**config.mk**
```make
export PLATFORM = sky130hd
export DESIGN_NAME = nmm_queue
export DESIGN_NICKNAME = d
export VERILOG_FILES = /design/src/hdl/nmm_pkg.sv /design/src/hdl/nmm_queue.sv
export VERILOG_INCLUDE_DIRS = /design/src /design/src/hdl
export SDC_FILE = /design/constraint.sdc
export NUM_CORES = 1
export LEC_CHECK = 0
export ABC_AREA = 0
export BUFFER_PORTS_ARGS = -buffer_cell sky130_fd_sc_hd__buf_2
export CORE_MARGIN = 5
export CORE_UTILIZATION = 56
export CTS_CLUSTER_DIAMETER = 30
export DETAILED_ROUTE_END_ITERATION = 6
export PLACE_DENSITY = 0.83
export RECOVER_POWER = 100
export SLEW_MARGIN = 25
export SYNTH_ARGS = -nofsm -noshare
export SYNTH_HDL_FRONTEND = slang
export SYNTH_SLANG_ARGS = --single-unit
```
**constraint.sdc**
```tcl
create_clock -name clk -period 7.6 [get_ports clk]
set_input_delay 1.52 -clock clk [delete_from_list [all_inputs] [get_ports clk]]
set_output_delay 1.52 -clock clk [all_outputs]
set_load 0.02 [all_outputs]
```
**src/hdl/negacyclic_monomial_multiply_macros.svh**
```systemverilog
// assertion macros shared by the monomial multiply modules
// expects clk and rst_n in the scope of each use
`ifndef NEGACYCLIC_MONOMIAL_MULTIPLY_MACROS_SVH
`define NEGACYCLIC_MONOMIAL_MULTIPLY_MACROS_SVH

// same-cycle implication
`define NMM_ASSERT_IMP(label, ante, cons, msg) \
  label: assert property (@(posedge clk) disable iff (!rst_n) (ante) |-> (cons)) \
    else $error(msg);

// next-cycle implication
`define NMM_ASSERT_NXT(label, ante, cons, msg) \
  label: assert property (@(posedge clk) disable iff (!rst_n) (ante) |=> (cons)) \
    else $error(msg);

`endif

```
**src/hdl/nmm_pkg.sv**
```systemverilog
// shared types and constants of the negacyclic monomial multiply block
// no dependencies
package nmm_pkg;

  localparam int VALUE_W          = 62;
  localparam int IN_IDX_W         = 10;
  localparam int SHIFT_W          = 11;
  localparam int CFG_IDX_W        = 2;
  localparam int CFG_DATA_W       = 62;
  localparam int DEF_RING_DEGREE  = 1024;
  localparam int DEF_COEFF_BITS   = 62;
  localparam int DEF_QUEUE_DEPTH  = 2;
  localparam int DEF_IDX_W        = $clog2(DEF_RING_DEGREE);
  localparam int DEF_STORE_W      = (DEF_COEFF_BITS < VALUE_W) ? DEF_COEFF_BITS : VALUE_W;

  localparam logic [VALUE_W-1:0] MIN_MODULUS = VALUE_W'(2);

  localparam logic CMD_LOAD = 1'b0;
  localparam logic CMD_READ = 1'b1;

  localparam logic [CFG_IDX_W-1:0] CFG_MODULUS   = 2'd0;
  localparam logic [CFG_IDX_W-1:0] CFG_SHIFT     = 2'd1;
  localparam logic [CFG_IDX_W-1:0] CFG_MINUS_ONE = 2'd2;

  typedef struct packed {
    logic                cmd;
    logic [IN_IDX_W-1:0] coeff_index;
    logic [VALUE_W-1:0]  coeff_value;
  } in_item_t;

  typedef struct packed {
    logic [IN_IDX_W-1:0] result_index;
    logic [VALUE_W-1:0]  result_value;
  } out_item_t;

  // classified operation at the default sizes
  typedef struct packed {
    logic                   is_read;
    logic [DEF_IDX_W-1:0]   idx;
    logic [DEF_IDX_W-1:0]   pos;
    logic                   neg;
    logic [DEF_STORE_W-1:0] value;
  } op_default_t;

endpackage

```
**src/hdl/nmm_queue.sv**
```systemverilog
// short queue of classified operations between front and back
// depends on nmm_pkg and the assertion macros
`include "negacyclic_monomial_multiply_macros.svh"

module nmm_queue #(
  parameter int  DEPTH = nmm_pkg::DEF_QUEUE_DEPTH,
  parameter type op_t  = nmm_pkg::op_default_t
) (
  input  logic clk,
  input  logic rst_n,
  input  logic push_valid,
  output logic push_ready,
  input  op_t  push_op,
  output logic pop_valid,
  input  logic pop_ready,
  output op_t  pop_op
);

  localparam int PTR_W = (DEPTH > 1) ? $clog2(DEPTH) : 1;
  localparam int CNT_W = $clog2(DEPTH + 1);
  localparam logic [PTR_W-1:0] LAST = PTR_W'(DEPTH - 1);

  op_t              slot_r [DEPTH];
  logic [PTR_W-1:0] wr_ptr_r;
  logic [PTR_W-1:0] rd_ptr_r;
  logic [CNT_W-1:0] count_r;
  logic             push;
  logic             pop;

  assign push_ready = (count_r != CNT_W'(DEPTH));
  assign pop_valid  = (count_r != '0);
  assign pop_op     = slot_r[rd_ptr_r];
  assign push       = push_valid && push_ready;
  assign pop        = pop_valid && pop_ready;

  always_ff @(posedge clk) begin
    if (!rst_n) begin
      wr_ptr_r <= '0;
      rd_ptr_r <= '0;
      count_r  <= '0;
    end else begin
      if (push) begin
        wr_ptr_r <= (wr_ptr_r == LAST) ? '0 : wr_ptr_r + 1'b1;
      end
      if (pop) begin
        rd_ptr_r <= (rd_ptr_r == LAST) ? '0 : rd_ptr_r + 1'b1;
      end
      if (push && !pop) begin
        count_r <= count_r + 1'b1;
      end else if (pop && !push) begin
        count_r <= count_r - 1'b1;
      end
    end
  end

  always_ff @(posedge clk) begin
    if (push) begin
      slot_r[wr_ptr_r] <= push_op;
    end
  end

  `NMM_ASSERT_IMP(a_count_bound, 1'b1, count_r <= CNT_W'(DEPTH), "queue count beyond depth")
  `NMM_ASSERT_NXT(a_count_up, push && !pop, count_r == $past(count_r) + 1'b1,
                  "queue count did not follow a push")
  `NMM_ASSERT_NXT(a_count_down, pop && !push, count_r == $past(count_r) - 1'b1,
                  "queue count did not follow a pop")

endmodule

```
==> reports/results.md <==
| Quantity | This run |
|---|---|
| Number of DRC violations after detailed routing | 0 |
| Die footprint | 13500 um^2 |
| Hold bufs inserted after CTS | 0 |
| Fin Clk Skew | 0.00736 ns |
| Worst Setup Start Kind | input port |
| Core area | 10900 um^2 |
| Global router's overall resource usage | 0.166 |
| Initial antenna violation count | 0 |
| Commonest cells in the synthesized netlist | sky130_fd_sc_hd__edfxtp_1, sky130_fd_sc_hd__mux2_2, sky130_fd_sc_hd__buf_6 |
| Total power | 2.80 mW |
| Classification of the worst setup path | in -> reg |
| Delay of the slowest cell on the worst path | 1.91 ns |
| Post-synthesis net count | 374 |
| Layout cell share with drive strength beyond 1 | 0.337 |
| Pwr per Cell Area | 361 nW/um^2 |
| Maximum level of the CTS H-tree | 4 |
| Setup violations, final | 0 |
| Most Frequent Cell on Critical Path | sky130_fd_sc_hd__clkbuf_1 |
| Clock latency of the later-clocked register in the worst-skew pair | 0.41 ns |
| Drt pass-1 iters | 4 |
| Area fraction of the dominant cell type after synthesis | 0.798 |
| CTS tree | built |
| Effective utilization at floorplan | 0.578 |
| Largest buffer count on any clock path | 2 |
| Largest fanout on the critical path | 47 |
| Depth of the worst register-to-register path | 3 |
| Detailed Route WL | 11.1 mm |
| Mean instance size in the synthesized netlist | 22.2 um^2 |
| Tmin final | 5.03 ns |
| Count of cells resized by post-cts repair | 0 |
| Sequential fraction of the synthesis area | 0.814 |
| VDD IR max | 0.000243 V |
| Grt total ovfl | 0 |
| Post-DP HPWL | 7.50 mm |
| Layout area overhead | 22.8% |
| Class of the most critical hold timing path | reg -> reg |
| Endpoint kind of the worst setup timing path | flop |
| Dominant register cell in the synthesized netlist | sky130_fd_sc_hd__edfxtp_1 |
| Cell breakdown of the critical path | clkbuf_1 -> and3_1 -> clkbuf_1 |
| FFs w/ async S/R, synth | 0 |
| Post-synth design cell area | 6320 um^2 |
| Final design utilization | 0.710 |
| Data arrival time of the critical path | 5.00 ns |
| Worst-Margin Slew | 2.84 ns |
| Max Cap Violations | 4 |
| Yosys cell types | 21 |
| Final hold vios | 0 |
| Largest net degree at the start of global routing | 54 |
| Yosys top cell by area | sky130_fd_sc_hd__edfxtp_1 |
| Drt initial violations | 179 |
| FF+latch count, synth | 173 |
| Summed negative setup slack over all endpoints | 0 ns |
| Clock sinks | 173 |
| Post-route worst setup slack | 2.57 ns |
| Final weighted congestion in routability-driven placement | 0.712 |
| Unrepaired setup endpoints after global routing | false |
| Final slew viol count | 176 |
| Clock input transition at the sequential cells of the worst setup and hold paths | 0.06 ns |
| Instance count along the most critical hold path | 2 |
| Routed WL per cell | 17.8 um |
| Via count of the first global-routing pass | 3349 |
| Net count of the finished layout | 560 |
| Die span in x | 116 um |
| Antenna-violating nets left | 0 |
| Setup Buffers After CTS | 0 |
| Slowest CP cell | sky130_fd_sc_hd__clkbuf_1 |
| Most area-consuming cells after synthesis | sky130_fd_sc_hd__edfxtp_1, sky130_fd_sc_hd__mux2_2, sky130_fd_sc_hd__dfxtp_1 |
| Number of clock buffers inserted by TritonCTS | 17 |
| Highest Clock Rate | 199 MHz |
| Row count | 38 |
| Count of mapped cells out of synthesis | 285 |
| Input/output buffers | 173 |
| Total number of yosys warnings | 0 |
| Status | finished, violations left |
| Fillers | 737 |
| Final critical-path share of the clock period | 0.662 |
| Overall die height | 116 um |
| Number of enable-type register cells in the synthesized netlist | 168 |
| Count leader, synth | sky130_fd_sc_hd__edfxtp_1 |
| Via total after detailed routing | 3215 |
| Drt via density | 5.15 |
| Clock Root Buffer | sky130_fd_sc_hd__clkbuf_16 |
| Failing checks | capacitance limit, slew limit |
| Lkg Pwr | 2.61 nW |
| Headroom to the max-slew limit | -0.896 |
| Req. time, crit path | 7.57 ns |
| # diodes | 0 |
| Placement Setup Slack | 4.32 ns |
| Num ports | 174 |
| First-pass GRT wire length | 16.6 mm |
-- power breakdown --
part           internal (mW)  switching, mW
registers               1.20         0.0562
clock network          0.550          0.330
logic                  0.250          0.414
-- registers in the layout (all words and copies together) (netlist names), named ones only --
| register | count |
|---|---|
| count_r | 2 |
| slot_r | 168 |
| wr_ptr_r | 1 |
| rd_ptr_r | 1 |
-- metal layers --
| layer | global-route usage | vias up | wire (um) |
|---|---|---|---|
| met3 | 0.0518 | 16 | 992 |
| met4 | 0.0673 | 0 | 157 |
| li1 | - | 1504 | - |
| met2 | 0.270 | 134 | 5430 |
| met5 | 0 | - | 0 |
| met1 | 0.211 | 1561 | 4520 |
-- cells in the final DEF, fill, tap and decap left out, types with 3 or more instances in the layout --
cell type / instances
sky130_fd_sc_hd__edfxtp_1: 168
sky130_fd_sc_hd__clkbuf_1: 128
sky130_fd_sc_hd__mux2_2: 80
sky130_fd_sc_hd__buf_2: 51
sky130_fd_sc_hd__clkbuf_16: 17
sky130_fd_sc_hd__dfxtp_1: 5
sky130_fd_sc_hd__mux2_1: 4
sky130_fd_sc_hd__bufinv_16: 4
sky130_fd_sc_hd__clkinvlp_4: 3
-- worst max-delay path, delay by kind of cell --
kind                   cells  cell delay, ns
buffers and inverters      2            2.06
and+or+nand+nor            1            1.37
-- layout make-up --
| cell class | instances | area, um^2 | area share |
|---|---|---|---|
| Tap cell | 140 | 175 | 0.0226 |
| Clock buffer | 21 | 440 | 0.0567 |
| Clock inverter | 11 | 170 | 0.0219 |
| Sequential cell | 173 | 5140 | 0.663 |
| Inverter | 1 | 5.00 | 0.000645 |
| Timing Repair Buffer | 176 | 748 | 0.0964 |
| Multi-Input combinational cell | 102 | 1080 | 0.139 |
-- kinds of logic (layout without fill, tap and decap cells) --
| group | after synthesis | count (layout) | share of synthesized area |
|---|---|---|---|
| buf+inv | 10 | 209 | 0.0141 |
| compound gates | 5 | 5 | 0.00554 |
| mux | 84 | 84 | 0.150 |
| xor+xnor | 3 | 3 | 0.00416 |
| flops | 173 | 173 | 0.814 |
| simple gates | 9 | 9 | 0.0103 |
| fa+ha+maj | 1 | 1 | 0.00198 |
-- worst paths after layout --
check,slack [ns],end,from
worst max-delay path,2.57,slot_r[1][64],push_valid
worst min register to register,0.56,count_r[1],count_r[1]
worst max register to register,3.19,slot_r[1][64],count_r[0]
worst min-delay path,0.56,count_r[1],count_r[1]
-- per-stage QoR --
stage	instances	instance area, um^2	hold slack, ns
after floorplan	285	6320	0.512
final	624	7760	0.558
after CTS	624	7960	0.585
after detailed placement	592	7350	0.578
after global placement	590	7290	0.528
after global routing	624	7760	0.589
No activity file was read; power rests on OpenSTA's default activity.
