### src/hdl/negacyclic_monomial_multiply_macros.svh
// assertion macros shared by the monomial multiply modules
// expects clk and rst_n in the scope of each use
`ifndef NEGACYCLIC_MONOMIAL_MULTIPLY_MACROS_SVH
`define NEGACYCLIC_MONOMIAL_MULTIPLY_MACROS_SVH

// same-cycle implication
`define NMM_ASSERT_IMP(label, ante, cons, msg) \
  label: assert property (@(posedge clk) disable iff (!rst_n) (ante) |-> (cons)) \
    else $error(msg);

// next-cycle implication
`define NMM_ASSERT_NXT(label, ante, cons, msg) \
  label: assert property (@(posedge clk) disable iff (!rst_n) (ante) |=> (cons)) \
    else $error(msg);

`endif

### src/hdl/nmm_pkg.sv
// shared types and constants of the negacyclic monomial multiply block
// no dependencies
package nmm_pkg;

  localparam int VALUE_W          = 62;
  localparam int IN_IDX_W         = 10;
  localparam int SHIFT_W          = 11;
  localparam int CFG_IDX_W        = 2;
  localparam int CFG_DATA_W       = 62;
  localparam int DEF_RING_DEGREE  = 1024;
  localparam int DEF_COEFF_BITS   = 62;
  localparam int DEF_QUEUE_DEPTH  = 2;
  localparam int DEF_IDX_W        = $clog2(DEF_RING_DEGREE);
  localparam int DEF_STORE_W      = (DEF_COEFF_BITS < VALUE_W) ? DEF_COEFF_BITS : VALUE_W;

  localparam logic [VALUE_W-1:0] MIN_MODULUS = VALUE_W'(2);

  localparam logic CMD_LOAD = 1'b0;
  localparam logic CMD_READ = 1'b1;

  localparam logic [CFG_IDX_W-1:0] CFG_MODULUS   = 2'd0;
  localparam logic [CFG_IDX_W-1:0] CFG_SHIFT     = 2'd1;
  localparam logic [CFG_IDX_W-1:0] CFG_MINUS_ONE = 2'd2;

  typedef struct packed {
    logic                cmd;
    logic [IN_IDX_W-1:0] coeff_index;
    logic [VALUE_W-1:0]  coeff_value;
  } in_item_t;

  typedef struct packed {
    logic [IN_IDX_W-1:0] result_index;
    logic [VALUE_W-1:0]  result_value;
  } out_item_t;

  // classified operation at the default sizes
  typedef struct packed {
    logic                   is_read;
    logic [DEF_IDX_W-1:0]   idx;
    logic [DEF_IDX_W-1:0]   pos;
    logic                   neg;
    logic [DEF_STORE_W-1:0] value;
  } op_default_t;

endpackage

### src/hdl/nmm_front.sv
// front end: accepts items, reduces index and shift, classifies the source term
// depends on nmm_pkg and the assertion macros
`include "negacyclic_monomial_multiply_macros.svh"

module nmm_front #(
  parameter int  RING_DEGREE = nmm_pkg::DEF_RING_DEGREE,
  parameter int  COEFF_BITS  = nmm_pkg::DEF_COEFF_BITS,
  parameter type op_t        = nmm_pkg::op_default_t
) (
  input  logic                           clk,
  input  logic                           rst_n,
  input  logic                           in_valid,
  output logic                           in_ready,
  input  nmm_pkg::in_item_t              in_item,
  input  logic [nmm_pkg::SHIFT_W-1:0]    shift_amount,
  output logic                           op_valid,
  input  logic                           op_ready,
  output op_t                            op
);

  localparam int IDX_W   = $clog2(RING_DEGREE);
  localparam int STORE_W = (COEFF_BITS < nmm_pkg::VALUE_W) ? COEFF_BITS : nmm_pkg::VALUE_W;
  localparam int LOG_N   = $clog2(RING_DEGREE + 1) - 1;
  localparam int STEPS   = (LOG_N < nmm_pkg::IN_IDX_W) ? nmm_pkg::IN_IDX_W - LOG_N : 0;
  localparam int TOP_K   = (STEPS > 0) ? STEPS - 1 : 0;
  localparam int N_SMALL = (STEPS > 0) ? RING_DEGREE : 0;
  localparam int CW      = nmm_pkg::SHIFT_W + 1;
  localparam int CNT_W   = $clog2(STEPS + 2);
  localparam int S_W     = IDX_W + 2;

  localparam logic [CW-1:0]    DN_TOP  = CW'(N_SMALL << TOP_K);
  localparam logic [CW-1:0]    D2N_TOP = CW'(N_SMALL << (TOP_K + 1));
  localparam logic [S_W-1:0]   N_S     = S_W'(RING_DEGREE);
  localparam logic [S_W-1:0]   TWO_N   = S_W'(2 * RING_DEGREE);

  logic                            busy_r;
  logic                            cmd_r;
  logic [CNT_W-1:0]                cnt_r;
  logic [nmm_pkg::IN_IDX_W-1:0]    vi_r;
  logic [nmm_pkg::SHIFT_W-1:0]     va_r;
  logic [STORE_W-1:0]              val_r;
  logic [CW-1:0]                   dn_r;
  logic [CW-1:0]                   d2n_r;

  logic                            push;
  logic                            step;
  logic [CW-1:0]                   vi_ext;
  logic [CW-1:0]                   va_ext;
  logic [CW-1:0]                   vi_sub;
  logic [CW-1:0]                   va_sub;
  logic [IDX_W+nmm_pkg::IN_IDX_W-1:0] idx_wide;
  logic [S_W+nmm_pkg::SHIFT_W-1:0] a_wide;
  logic [IDX_W-1:0]                idx_red;
  logic [S_W-1:0]                  a_red;
  logic [S_W-1:0]                  s_raw;
  logic [S_W-1:0]                  s_mod;
  logic [S_W-1:0]                  s_low;
  logic                            neg;

  assign op_valid = busy_r && (cnt_r == '0);
  assign push     = op_valid && op_ready;
  assign in_ready = !busy_r || push;
  assign step     = busy_r && (cnt_r != '0);

  // one restoring step on both values per cycle
  assign vi_ext = CW'(vi_r);
  assign va_ext = CW'(va_r);
  assign vi_sub = vi_ext - dn_r;
  assign va_sub = va_ext - d2n_r;

  // classify the source coefficient
  assign idx_wide = {{IDX_W{1'b0}}, vi_r};
  assign a_wide   = {{S_W{1'b0}}, va_r};
  assign idx_red  = idx_wide[IDX_W-1:0];
  assign a_red    = a_wide[S_W-1:0];
  assign s_raw    = S_W'(idx_red) + TWO_N - a_red;
  assign s_mod    = (s_raw >= TWO_N) ? s_raw - TWO_N : s_raw;
  assign neg      = (s_mod >= N_S);
  assign s_low    = neg ? s_mod - N_S : s_mod;

  always_comb begin
    op         = '0;
    op.is_read = (cmd_r == nmm_pkg::CMD_READ);
    op.idx     = idx_red;
    op.pos     = s_low[IDX_W-1:0];
    op.neg     = neg;
    op.value   = val_r;
  end

  always_ff @(posedge clk) begin
    if (!rst_n) begin
      busy_r <= 1'b0;
      cnt_r  <= '0;
    end else if (in_valid && in_ready) begin
      busy_r <= 1'b1;
      cnt_r  <= CNT_W'(STEPS);
    end else if (push) begin
      busy_r <= 1'b0;
    end else if (step) begin
      cnt_r <= cnt_r - 1'b1;
    end
  end

  always_ff @(posedge clk) begin
    if (in_valid && in_ready) begin
      cmd_r <= in_item.cmd;
      vi_r  <= in_item.coeff_index;
      va_r  <= shift_amount;
      val_r <= in_item.coeff_value[STORE_W-1:0];
      dn_r  <= DN_TOP;
      d2n_r <= D2N_TOP;
    end else if (step) begin
      if (vi_ext >= dn_r) begin
        vi_r <= vi_sub[nmm_pkg::IN_IDX_W-1:0];
      end
      if (va_ext >= d2n_r) begin
        va_r <= va_sub[nmm_pkg::SHIFT_W-1:0];
      end
      dn_r  <= dn_r >> 1;
      d2n_r <= d2n_r >> 1;
    end
  end

  `NMM_ASSERT_IMP(a_cnt_busy, cnt_r != '0, busy_r, "front step count set while idle")
  `NMM_ASSERT_NXT(a_push_frees, push && !(in_valid && in_ready), !busy_r,
                  "front still busy after handing off its item")
  `NMM_ASSERT_IMP(a_op_reduced, op_valid, s_low < N_S, "source position not below ring degree")

endmodule

### config.mk
export PLATFORM = sky130hd
export DESIGN_NAME = nmm_front
export DESIGN_NICKNAME = d
export VERILOG_FILES = /design/src/hdl/nmm_pkg.sv /design/src/hdl/nmm_front.sv
export VERILOG_INCLUDE_DIRS = /design/src /design/src/hdl
export SDC_FILE = /design/constraint.sdc
export NUM_CORES = 1
export LEC_CHECK = 0
export ABC_AREA = 1
export BUFFER_PORTS_ARGS = -buffer_cell sky130_fd_sc_hd__buf_2
export CORE_ASPECT_RATIO = 0.6
export CORE_UTILIZATION = 30
export DETAILED_ROUTE_END_ITERATION = 16
export GPL_ROUTABILITY_DRIVEN = 0
export HOLD_SLACK_MARGIN = 0.1
export SYNTH_ARGS = -nofsm -noshare
export SYNTH_HDL_FRONTEND = slang
export SYNTH_SLANG_ARGS = --single-unit
### constraint.sdc
create_clock -name clk -period 5.3 [get_ports clk]
set_input_delay 0.53 -clock clk [delete_from_list [all_inputs] [get_ports clk]]
set_output_delay 0.53 -clock clk [all_outputs]
set_load 0.02 [all_outputs]
==> key figures, run 1 <==
Global routing
  • Gr usage total: about 13%
  • Met3 Use GR: approximately 7.4%
  • M1 GR Usage: 14.31%
  • Largest net degree at the start of global routing: 44
  • Antenna violations before repair: 0
  • Overflow after GRT: 0
  • Most Crowded Layer GR: met2
  • First-pass GRT wire length: 10.29 mm
  • Met2 Track Usage GR: 19.90%
  • Vias in the first global route: 2239

Min path
  • Hold Startpoint: in_item[46]
  • Hold path depth: 1
  • Hold EP: val_r[46]
  • Worst min-delay path class: in2reg

Synth
  • Cell taking the most area after synthesis: edfxtp_1
  • Syn nets: roughly 320
  • Synth top cells by count: edfxtp_1, nand2_1, inv_1
  • Synthesized cell area: around 3200 sq um
  • Post-synth EDFFs: 84
  • Yosys top cell area share: between 70% and 80%
  • Most common cell in the synthesized netlist: edfxtp_1
  • Synthesized instance count: 217
  • Seq cells post-synth: 86
  • Post-synth ARST share: 0%
  • Sequential share of the synthesized area: 79.60%
  • Syn_area_per_cell: 14.84 sq um
  • Ranking of synthesized cells by area: edfxtp_1, nand2_1, inv_1
  • Synth Warn #: 0
  • Synth cell types: 17
  • Ys flop type: edfxtp_1

Setup path
  • Critical path type: reg2out
  • Buf/Inv on CP: 3
  • Reg2reg end: va_r[9]
  • Reg2reg start: cnt_r
  • Worst Path Arrival: 2.10 ns
  • Most used cell, CP: nand2_1
  • Top Family by Delay on Critical Path: adder cells
  • CP max stage cell: fa_1
  • Reg2reg path depth: 4
  • CP startpoint kind: flip-flop
  • Worst EP required: 4.77 ns
  • Slowest cell delay on critical path: 0.41 ns
  • R2R Setup Slk: between 2 and 3 ns
  • Critical path, cell by cell: inv_1 -> ha_1 -> fa_1 -> inv_1 -> nand3_1 -> nand3_1 -> nand2_1 -> nand2_1 -> nand2_1 -> nand2_1 -> buf_2
  • Crit end category: primary output
  • Crit Path Max Fanout: 3

Routing
  • Final wirelength: 6.871 mm
  • Via count: 2201
  • Wire per inst: ~13 um
  • Antenna-violating nets left: 0
  • DRC violations left: 0
  • Vias/cell: 4.076
  • DRT Pass-1 Iters: 4
  • DR iter-0 viols: 71

CTS
  • CTS Buf Count: 9
  • Post-CTS setup buffers: 0
  • H-tree depth: 3
  • Hold buffer count at CTS: 0
  • CTS clock-pin slew for the worst setup and hold paths: 0.06 ns
  • CTS tree: built
  • Bufs on Longest Clock Path: 2
  • Clock net sink count: 86
  • Clock Tree Root: clkbuf_16
  • Clock latency on the worst-skew pair: about 0.33 ns
  • Resize count post-CTS: 0

Final layout
  • Layout Nets: 499
  • Area Growth Syn to Fin: 41.47%
  • Post-route core utilization: 44.98%
  • Antenna fix cells: 0
  • Non-filler instance count after layout: 540
  • Design Area, Final: 4554 sq um
  • Share of layout cells above drive strength 1: a little under half

STA
  • Hold Fails Final Rpt: 0
  • Achievable frequency: 380.7 MHz
  • Final count of negative-setup-slack endpoints: 0
  • Worst relative slew slack: a little over a quarter
  • Clock skew: roughly 0.0067 ns
  • RSZ-0062 raised after global routing: no
  • Min Tclk post-route: 2.627 ns
  • Pins Over Slew Limit: 0
  • Actual slew at the worst max-slew pin: 1.097 ns
  • Final period util: 49.56%
  • TNS Setup: 0 ns
  • Fin Hold WS: 0.3696 ns

Floorplanning
  • Core area: ~10000 sq um
  • DIE AREA: 11160 sq um
  • Std cell rows: 28
  • Num ports: roughly 170
  • Die width: 135.7 um
  • Initial Util: about a third
  • Die Span Y: ~82 um

Power
  • PD cells: 366.8 nW/um^2
  • Maximum VDD drop: ~0.00020 V
  • Pleak: 2.124 nW

Placement
  • HPWL after DPL: 5.227 mm
  • Port Buf Inserts: 173
  • Cells after DPL: roughly 520
  • Area after DPL: about 4300 sq um

Run
  • Max_cap viols: 0

Run status
  • Status: finished, final reports clean
==> cells in the final DEF, fill, tap and decap left out, types with 2 or more instances in the layout <==
master	instances
edfxtp_1	84
nand3_1	12
a21oi_1	5
buf_2	173
ha_1	10
xor2_1	2
dfxtp_1	2
nand2_1	45
inv_1	36
nor2_1	10
clkinv_2	2
clkbuf_16	9
inv_6	2
nand4_1	2
==> area by class of cell <==
cell class,count,area [sq um]
fillers,955,5570
inverters,36,135.1
flip-flops and latches,86,2562
clock buffers,11,242.7
multi-input cells,93,514.2
well taps,135,168.9
clock inverters,5,57.56
repair buffers,174,873.3
==> registers in the layout, indices dropped and copies added, names as in the netlist <==
register and flops:
busy_r 1, cmd_r 1, cnt_r 1, idx_red 10
va_r 11, val_r 62
==> power breakdown <==
part           total [mW]  switching [mW]  internal, mW
Combinational       0.234           0.153        0.0814
Sequential          0.805          0.0104         0.795
Clock               0.631           0.252         0.380
==> cell families after synthesis <==
group	after synthesis	share of synthesized area [%]
adders and majority gates	11	4.508
and+or+nand+nor	73	9.367
buffers and inverters	38	4.664
AOI/OAI and AO/OA	6	1.049
xor gates and xnor gates	3	0.8163
DFF	86	79.60
==> stage by stage <==
step	power, mW	worst slack, ns
finish	1.671	2.673
global route	1.742	2.492
CTS	1.696	2.663
detailed placement	1.057	2.617
global placement	1.053	2.692
floorplan	0.9622	0.6656
==> worst max path at each step <==
stage	startpoint	end	slack (ns)	cells past startpoint
4_1_cts	idx_red[0]	op[69]	2.66	11
6_report	idx_red[0]	op[69]	2.67	11
3_3_place_gp	op_ready	va_r[7]	2.69	4
2_1_floorplan	op_ready	cmd_r	0.67	2
3_5_place_dp	op_ready	val_r[12]	2.62	4
5_1_grt	idx_red[0]	op[69]	2.49	11
==> per-layer routing <==
| layer | routed length [um] | vias up |
|---|---|---|
| met3 | 870 | 10 |
| met1 | 2907 | 982 |
| met4 | 80 | 0 |
| met5 | 0 | - |
| met2 | 3013 | 106 |
| li1 | - | 1103 |
Power figures use the tool's default switching activity.
==> run 2, diff against run 1 <==
==> constraint.sdc (replaced) <==
create_clock -name clk -period 2.75 [get_ports clk]
set_input_delay 0.275 -clock clk [delete_from_list [all_inputs] [get_ports clk]]
set_output_delay 0.275 -clock clk [all_outputs]
set_load 0.02 [all_outputs]
==> key figures, run 2 (synthesized netlist as in run 1, its figures left out) <==
Power
  • Maximum VDD drop: 0.0003445 V (was 0.0002028 V)
  • PD cells: 644.5 nW/um^2 (was 366.8 nW/um^2)
  • Pleak: 2.349 nW (was 2.124 nW)
  • Total power: 3.291 mW (was 1.671 mW)

Setup path
  • Crit Path Max Fanout: 3 (unchanged)
  • Worst EP required: 2.48 ns (was 4.77 ns)
  • Most used cell, CP: nand2_1 (unchanged)
  • Buf/Inv on CP: 3 (unchanged)
  • CP startpoint kind: flip-flop (unchanged)
  • Top Family by Delay on Critical Path: adder cells (unchanged)
  • Crit end category: primary output (unchanged)
  • Critical path, cell by cell: inv_1 -> ha_1 -> fa_1 -> inv_1 -> nand3_1 -> nand3_1 -> nand2_1 -> nand2_1 -> nand2_1 -> nand2_1 -> buf_2 (unchanged)
  • Critical path type: reg2out (unchanged)
  • Worst Path Arrival: 2.13 ns (was 2.10 ns)
  • CP max stage cell: fa_1 (unchanged)
  • Slowest cell delay on critical path: 0.41 ns (about the same)

Floorplanning
  • Std cell rows: 28 (unchanged)
  • Num ports: 174 (unchanged)
  • DIE AREA: 11160 sq um (unchanged)
  • Die Span Y: 82.24 um (unchanged)
  • Initial Util: 31.80% (unchanged)
  • Die width: 135.7 um (unchanged)
  • Core area: 10120 sq um (unchanged)

STA
  • Achievable frequency: 416.2 MHz
  • TNS Setup: 0 ns (unchanged)
  • Actual slew at the worst max-slew pin: 0.5449 ns (was 1.097 ns)
  • RSZ-0062 raised after global routing: no (unchanged)
  • Final period util: 87.38%
  • Slack of the critical path: 0.3470 ns (was 2.673 ns)
  • Min Tclk post-route: about 2.4 ns
  • Hold Fails Final Rpt: 0 (unchanged)
  • Final count of negative-setup-slack endpoints: 0 (unchanged)
  • Clock skew: 0.008066 ns (was 0.006713 ns)
  • Pins Over Slew Limit: 0 (unchanged)
  • Worst relative slew slack: 63.67% (was 26.67%)

Final layout
  • Layout Nets: 554 (was 499)
  • Antenna fix cells: 0 (unchanged)
  • Register bank with the most flops: val_r (unchanged)
  • Area Growth Syn to Fin: 58.61% (was 41.47%)
  • Share of layout cells above drive strength 1: 42.39% (was 47.65%)
  • Most frequent cells in the layout: buf_2, edfxtp_1, dlygate4sd3_1 (was buf_2, edfxtp_1, nand2_1)
  • Commonest non-fill, non-tap cell in the layout: buf_2 (unchanged)
  • Max reg flops: 62 (unchanged)
  • # fillers: 898 (was 955)
  • Post-route core utilization: 50.43% (was 44.98%)

CTS
  • CTS Buf Count: 9 (unchanged)
  • Post-CTS setup buffers: 0 (unchanged)
  • Resize count post-CTS: 0 (unchanged)
  • Clock net sink count: 86 (unchanged)
  • CTS clock-pin slew for the worst setup and hold paths: 0.06 ns (about the same)
  • Clock Tree Root: clkbuf_16 (unchanged)
  • CTS tree: built (unchanged)
  • Clock latency on the worst-skew pair: 0.34 ns (was 0.33 ns)
  • Bufs on Longest Clock Path: 2 (unchanged)
  • H-tree depth: 3 (unchanged)

Min path
  • Worst min-delay path class: in2reg (unchanged)

Routing
  • Wire per inst: 12.54 um (was 12.72 um)
  • Antenna-violating nets left: 0 (unchanged)
  • DRT Pass-1 Iters: 4 (unchanged)
  • DRC violations left: 0 (unchanged)
  • Vias/cell: 4.155 (was 4.076)
  • Final wirelength: 7.461 mm (was 6.871 mm)
  • Via count: 2472 (was 2201)
  • DR iter-0 viols: 75 (was 71)

Global routing
  • Gr usage total: 13.92% (was 12.61%)
  • First-pass GRT wire length: 11.41 mm (was 10.29 mm)
  • Vias in the first global route: 2489 (was 2239)
  • Antenna violations before repair: 0 (unchanged)
  • Largest net degree at the start of global routing: 44 (unchanged)
  • Overflow after GRT: 0 (unchanged)

Run
  • Max_cap viols: 0 (unchanged)

Run status
  • Status: finished, final reports clean (unchanged)

Placement
  • HPWL after DPL: 5.290 mm (was 5.227 mm)
  • Port Buf Inserts: 173 (unchanged)
  • Pre-CTS setup slack: 0.7254 ns (was 2.617 ns)
## run 2: area by class of cell
| cell class | count | area [sq um] | area share [%] |
|---|---|---|---|
| sequential | 86 | 2562 | 50.18 |
| tap | 135 | 168.9 | 3.308 |
| clock buffer | 9 | 225.2 | 4.411 |
| timing repair buffer | 229 | 1421 | 27.84 |
| clock inverter | 7 | 78.83 | 1.544 |
| inverter | 36 | 135.1 | 2.646 |
| multi-input combinational | 93 | 514.2 | 10.07 |
## run 2: what timing repair did
item	CTS	global route
endpoints found under the hold margin	52	2
setup endpoints to repair	0	0
hold buffers	52	2
## run 2: per-layer routing
metal / vias to the layer above / wire length (um) / GRT usage [%]
met4: 0 / 76 / 4.719
met3: 7 / 739 / 6.471
met5: - / 0 / 0
met2: 108 / 3505 / 23.32
li1: 1214 / - / -
met1: 1143 / 3140 / 15.88
## run 2: where the power goes
part           total, mW  switching (mW)  leakage (nW)  internal [mW]
Clock               1.23           0.512         0.144          0.714
Combinational      0.513           0.305          1.38          0.208
Sequential          1.55          0.0212         0.829           1.53
## run 2: worst register-to-register path: cells and delay by family (launching register included)
| kind | cells | cell delay, ns |
|---|---|---|
| DFF | 1 | 0.31 |
| buffers and inverters | 2 | 0.53 |
| AOI/OAI and AO/OA | 1 | 0.11 |
| and+or+nand+nor | 1 | 0.10 |
## run 2: per-stage QoR
| stage | instance area, sq um | hold WS (ns) | instances |
|---|---|---|---|
| 2_1_floorplan | 3227 | 0.3520 | 217 |
| 3_3_place_gp | 4262 | 0.4015 | 525 |
| 3_5_place_dp | 4262 | 0.4234 | 525 |
| 4_1_cts | 5086 | 0.1003 | 593 |
| 5_1_grt | 5106 | 0.1006 | 595 |
| 6_report | 5106 | 0.1172 | 595 |
## run 2: worst paths after layout
check	start	end	slack [ns]	depth (start not counted)
min	in_item[28]	val_r[28]	0.12	1
min reg2reg	busy_r	cnt_r	0.43	1
max	idx_red[0]	op[69]	0.35	11
max reg2reg	cnt_r	va_r[10]	1.32	4
==> run 3, diff against run 2 <==
--- a/config.mk
+++ b/config.mk
@@ -7,12 +7,13 @@
 export NUM_CORES = 1
 export LEC_CHECK = 0
 export ABC_AREA = 1
-export BUFFER_PORTS_ARGS = -buffer_cell sky130_fd_sc_hd__buf_2
-export CORE_ASPECT_RATIO = 0.6
-export CORE_UTILIZATION = 30
+export BUFFER_PORTS_ARGS = -buffer_cell sky130_fd_sc_hd__buf_4
+export CORE_ASPECT_RATIO = 1.1
+export CORE_UTILIZATION = 44
 export DETAILED_ROUTE_END_ITERATION = 16
 export GPL_ROUTABILITY_DRIVEN = 0
 export HOLD_SLACK_MARGIN = 0.1
+export PLACE_DENSITY = 0.79
 export SYNTH_ARGS = -nofsm -noshare
 export SYNTH_HDL_FRONTEND = slang
 export SYNTH_SLANG_ARGS = --single-unit
==> key figures, run 3 (synthesized netlist as in run 1, its figures left out) <==
Run status
  • Status: finished, final reports clean (unchanged)

STA
  • TNS Setup: 0 ns (unchanged)
  • Min Tclk post-route: 2.338 ns (was 2.403 ns)
  • Pins Over Slew Limit: 0 (unchanged)
  • Actual slew at the worst max-slew pin: 0.4319 ns (was 0.5449 ns)
  • RSZ-0062 raised after global routing: no (unchanged)
  • Final count of negative-setup-slack endpoints: 0 (unchanged)
  • Worst relative slew slack: 71.21% (was 63.67%)
  • Fin Hold WS: 0.1988 ns (was 0.1172 ns)
  • Hold Fails Final Rpt: 0 (unchanged)
  • Final period util: 85.01% (was 87.38%)
  • Slack of the critical path: 0.4121 ns (was 0.3470 ns)
  • Achievable frequency: 427.7 MHz (was 416.2 MHz)
  • Clock skew: 0.01255 ns (was 0.008066 ns)

Global routing
  • Largest net degree at the start of global routing: 85 (was 44)
  • Gr usage total: 26.70% (was 13.92%)
  • Vias in the first global route: 2868 (was 2489)
  • Overflow after GRT: 0 (unchanged)
  • First-pass GRT wire length: 14.83 mm (was 11.41 mm)
  • Antenna violations before repair: 0 (unchanged)

Min path
  • Hold Startpoint: rst_n (was in_item[28])
  • Worst min-delay path class: in2reg (unchanged)
  • Hold path depth: 3 (was 1)

Routing
  • DR iter-0 viols: 132 (was 75)
  • Antenna-violating nets left: 0 (unchanged)
  • Max Used Layer: met4 (unchanged)
  • WL met1: 3.589 mm (was 3.140 mm)
  • Detail Route met2 WL: 5.337 mm (was 3.505 mm)
  • DRT Pass-1 Iters: 4 (unchanged)
  • Total length of routed met3 wires: 791 um (was 739 um)
  • Final wirelength: 10.07 mm (was 7.461 mm)
  • Via count: 2750 (was 2472)
  • Wire per inst: 17.51 um (was 12.54 um)
  • Vias/cell: 4.783 (was 4.155)
  • DRC violations left: 0 (unchanged)

CTS
  • CTS Buf Count: 9 (unchanged)
  • CTS tree: built (unchanged)
  • Bufs on Longest Clock Path: 2 (unchanged)
  • Clock Tree Root: clkbuf_8 (was clkbuf_16)
  • CTS clock-pin slew for the worst setup and hold paths: 0.08 ns (was 0.06 ns)
  • Clock net sink count: 86 (unchanged)
  • Post-CTS setup buffers: 0 (unchanged)
  • H-tree depth: 3 (unchanged)
  • Clock latency on the worst-skew pair: 0.35 ns (was 0.34 ns)

Setup path
  • Critical path type: reg2out (unchanged)
  • Worst Path Arrival: 2.06 ns (was 2.13 ns)
  • CP startpoint kind: flip-flop (unchanged)
  • Slowest cell delay on critical path: 0.41 ns (about the same)
  • Critical path, cell by cell: inv_1 -> ha_1 -> fa_1 -> inv_1 -> nand3_1 -> nand3_1 -> nand2_1 -> nand2_1 -> nand2_1 -> nand2_1 -> buf_4 (was inv_1 -> ha_1 -> fa_1 -> inv_1 -> nand3_1 -> nand3_1 -> nand2_1 -> nand2_1 -> nand2_1 -> nand2_1 -> buf_2)
  • Crit end category: primary output (unchanged)
  • Buf/Inv on CP: 3 (unchanged)
  • Worst EP required: 2.48 ns (about the same)
  • Top Family by Delay on Critical Path: adder cells (unchanged)
  • CP max stage cell: fa_1 (unchanged)
  • Crit Path Max Fanout: 3 (unchanged)
  • Critical path depth: 11 (unchanged)
  • Reg2reg start: cnt_r (unchanged)
  • Reg2reg path depth: 4 (unchanged)
  • CP startpoint: idx_red[0] (unchanged)
  • Most used cell, CP: nand2_1 (unchanged)

Floorplanning
  • Core area: 7047 sq um (was 10120 sq um)
  • Die Span Y: 91.71 um (was 82.24 um)
  • DIE AREA: 7663 sq um (was 11160 sq um)
  • Num ports: 174 (unchanged)
  • Initial Util: 45.69% (was 31.80%)
  • Std cell rows: 32 (was 28)
  • Die width: 83.56 um (was 135.7 um)

Final layout
  • Non-filler instance count after layout: 575 (was 595)
  • Area Growth Syn to Fin: 76.60% (was 58.61%)
  • Share of layout cells above drive strength 1: 39.39% (was 42.39%)
  • Antenna fix cells: 0 (unchanged)
  • Post-route core utilization: 80.68% (was 50.43%)
  • Commonest non-fill, non-tap cell in the layout: buf_4 (was buf_2)
  • Layout Nets: 584 (was 554)
  • Register bank with the most flops: val_r (unchanged)
  • Most frequent cells in the layout: buf_4, dlygate4sd3_1, edfxtp_1 (was buf_2, edfxtp_1, dlygate4sd3_1)
  • Design Area, Final: 5685 sq um (was 5106 sq um)
  • Max reg flops: 62 (unchanged)

Placement
  • HPWL after DPL: 5.636 mm (was 5.290 mm)
  • Area after DPL: 4637 sq um (was 4262 sq um)
  • Cells after DPL: 474 (was 525)
  • Pre-CTS setup slack: 0.7853 ns (was 0.7254 ns)
  • Port Buf Inserts: 173 (unchanged)

Run
  • Max_cap viols: 0 (unchanged)

Power
  • PD cells: 546.4 nW/um^2 (was 644.5 nW/um^2)
  • Maximum VDD drop: 0.0004648 V (was 0.0003445 V)
  • Pleak: 2.573 nW (was 2.349 nW)
  • Total power: 3.106 mW (was 3.291 mW)
[run 3: cell count changes in the layout (fill, tap and decap cells not counted)]
cell	previous run	this run
buf_12	0	1
buf_4	2	173
clkbuf_8	0	9
buf_2	173	0
clkinvlp_4	2	3
clkinv_2	1	0
inv_8	1	0
clkbuf_16	9	0
clkbuf_1	0	1
dlygate4sd3_1	54	85
[run 3: layout make-up]
| class | count | area, sq um |
|---|---|---|
| tap | 85 | 106.4 |
| timing repair buffer | 259 | 2170 |
| clock buffer | 10 | 127.6 |
| fill | 366 | 1361 |
| multi-input combinational | 93 | 514.2 |
| inverter | 36 | 135.1 |
| sequential | 86 | 2562 |
| clock inverter | 6 | 70.07 |
[run 3: what timing repair did]
action / CTS / global route
hold buffers: 80 / 5
gates resized for setup: 0 / 0
hold endpoints to repair: 80 / 5
[run 3: worst reg2reg max path: stages (launching register included)]
cell,delay [ns]
dfxtp_1,0.31
inv_1,0.06
a21oi_1,0.11
nor2_4,0.12
buf_12,0.36
[run 3: path summary, 6_finish.rpt]
check                     to  slack (ns)
setup / recovery      op[69]        0.41
hold / removal         cnt_r        0.20
setup reg to reg  idx_red[1]        1.40
hold reg to reg        cnt_r        0.45
[run 3: routing by layer]
| metal | vias up | GRT usage (%) |
|---|---|---|
| met5 | - | 0 |
| met4 | 0 | 11.86 |
| met3 | 28 | 8.101 |
| met2 | 154 | 48.98 |
| met1 | 1294 | 28.16 |
| li1 | 1274 | - |
[run 3: power by group]
| group | internal (mW) | switching (mW) | leakage, nW |
|---|---|---|---|
| logic | 0.324 | 0.329 | 1.65 |
| clock network | 0.426 | 0.466 | 0.0895 |
| registers | 1.53 | 0.0314 | 0.829 |
| total | 2.28 | 0.826 | 2.57 |
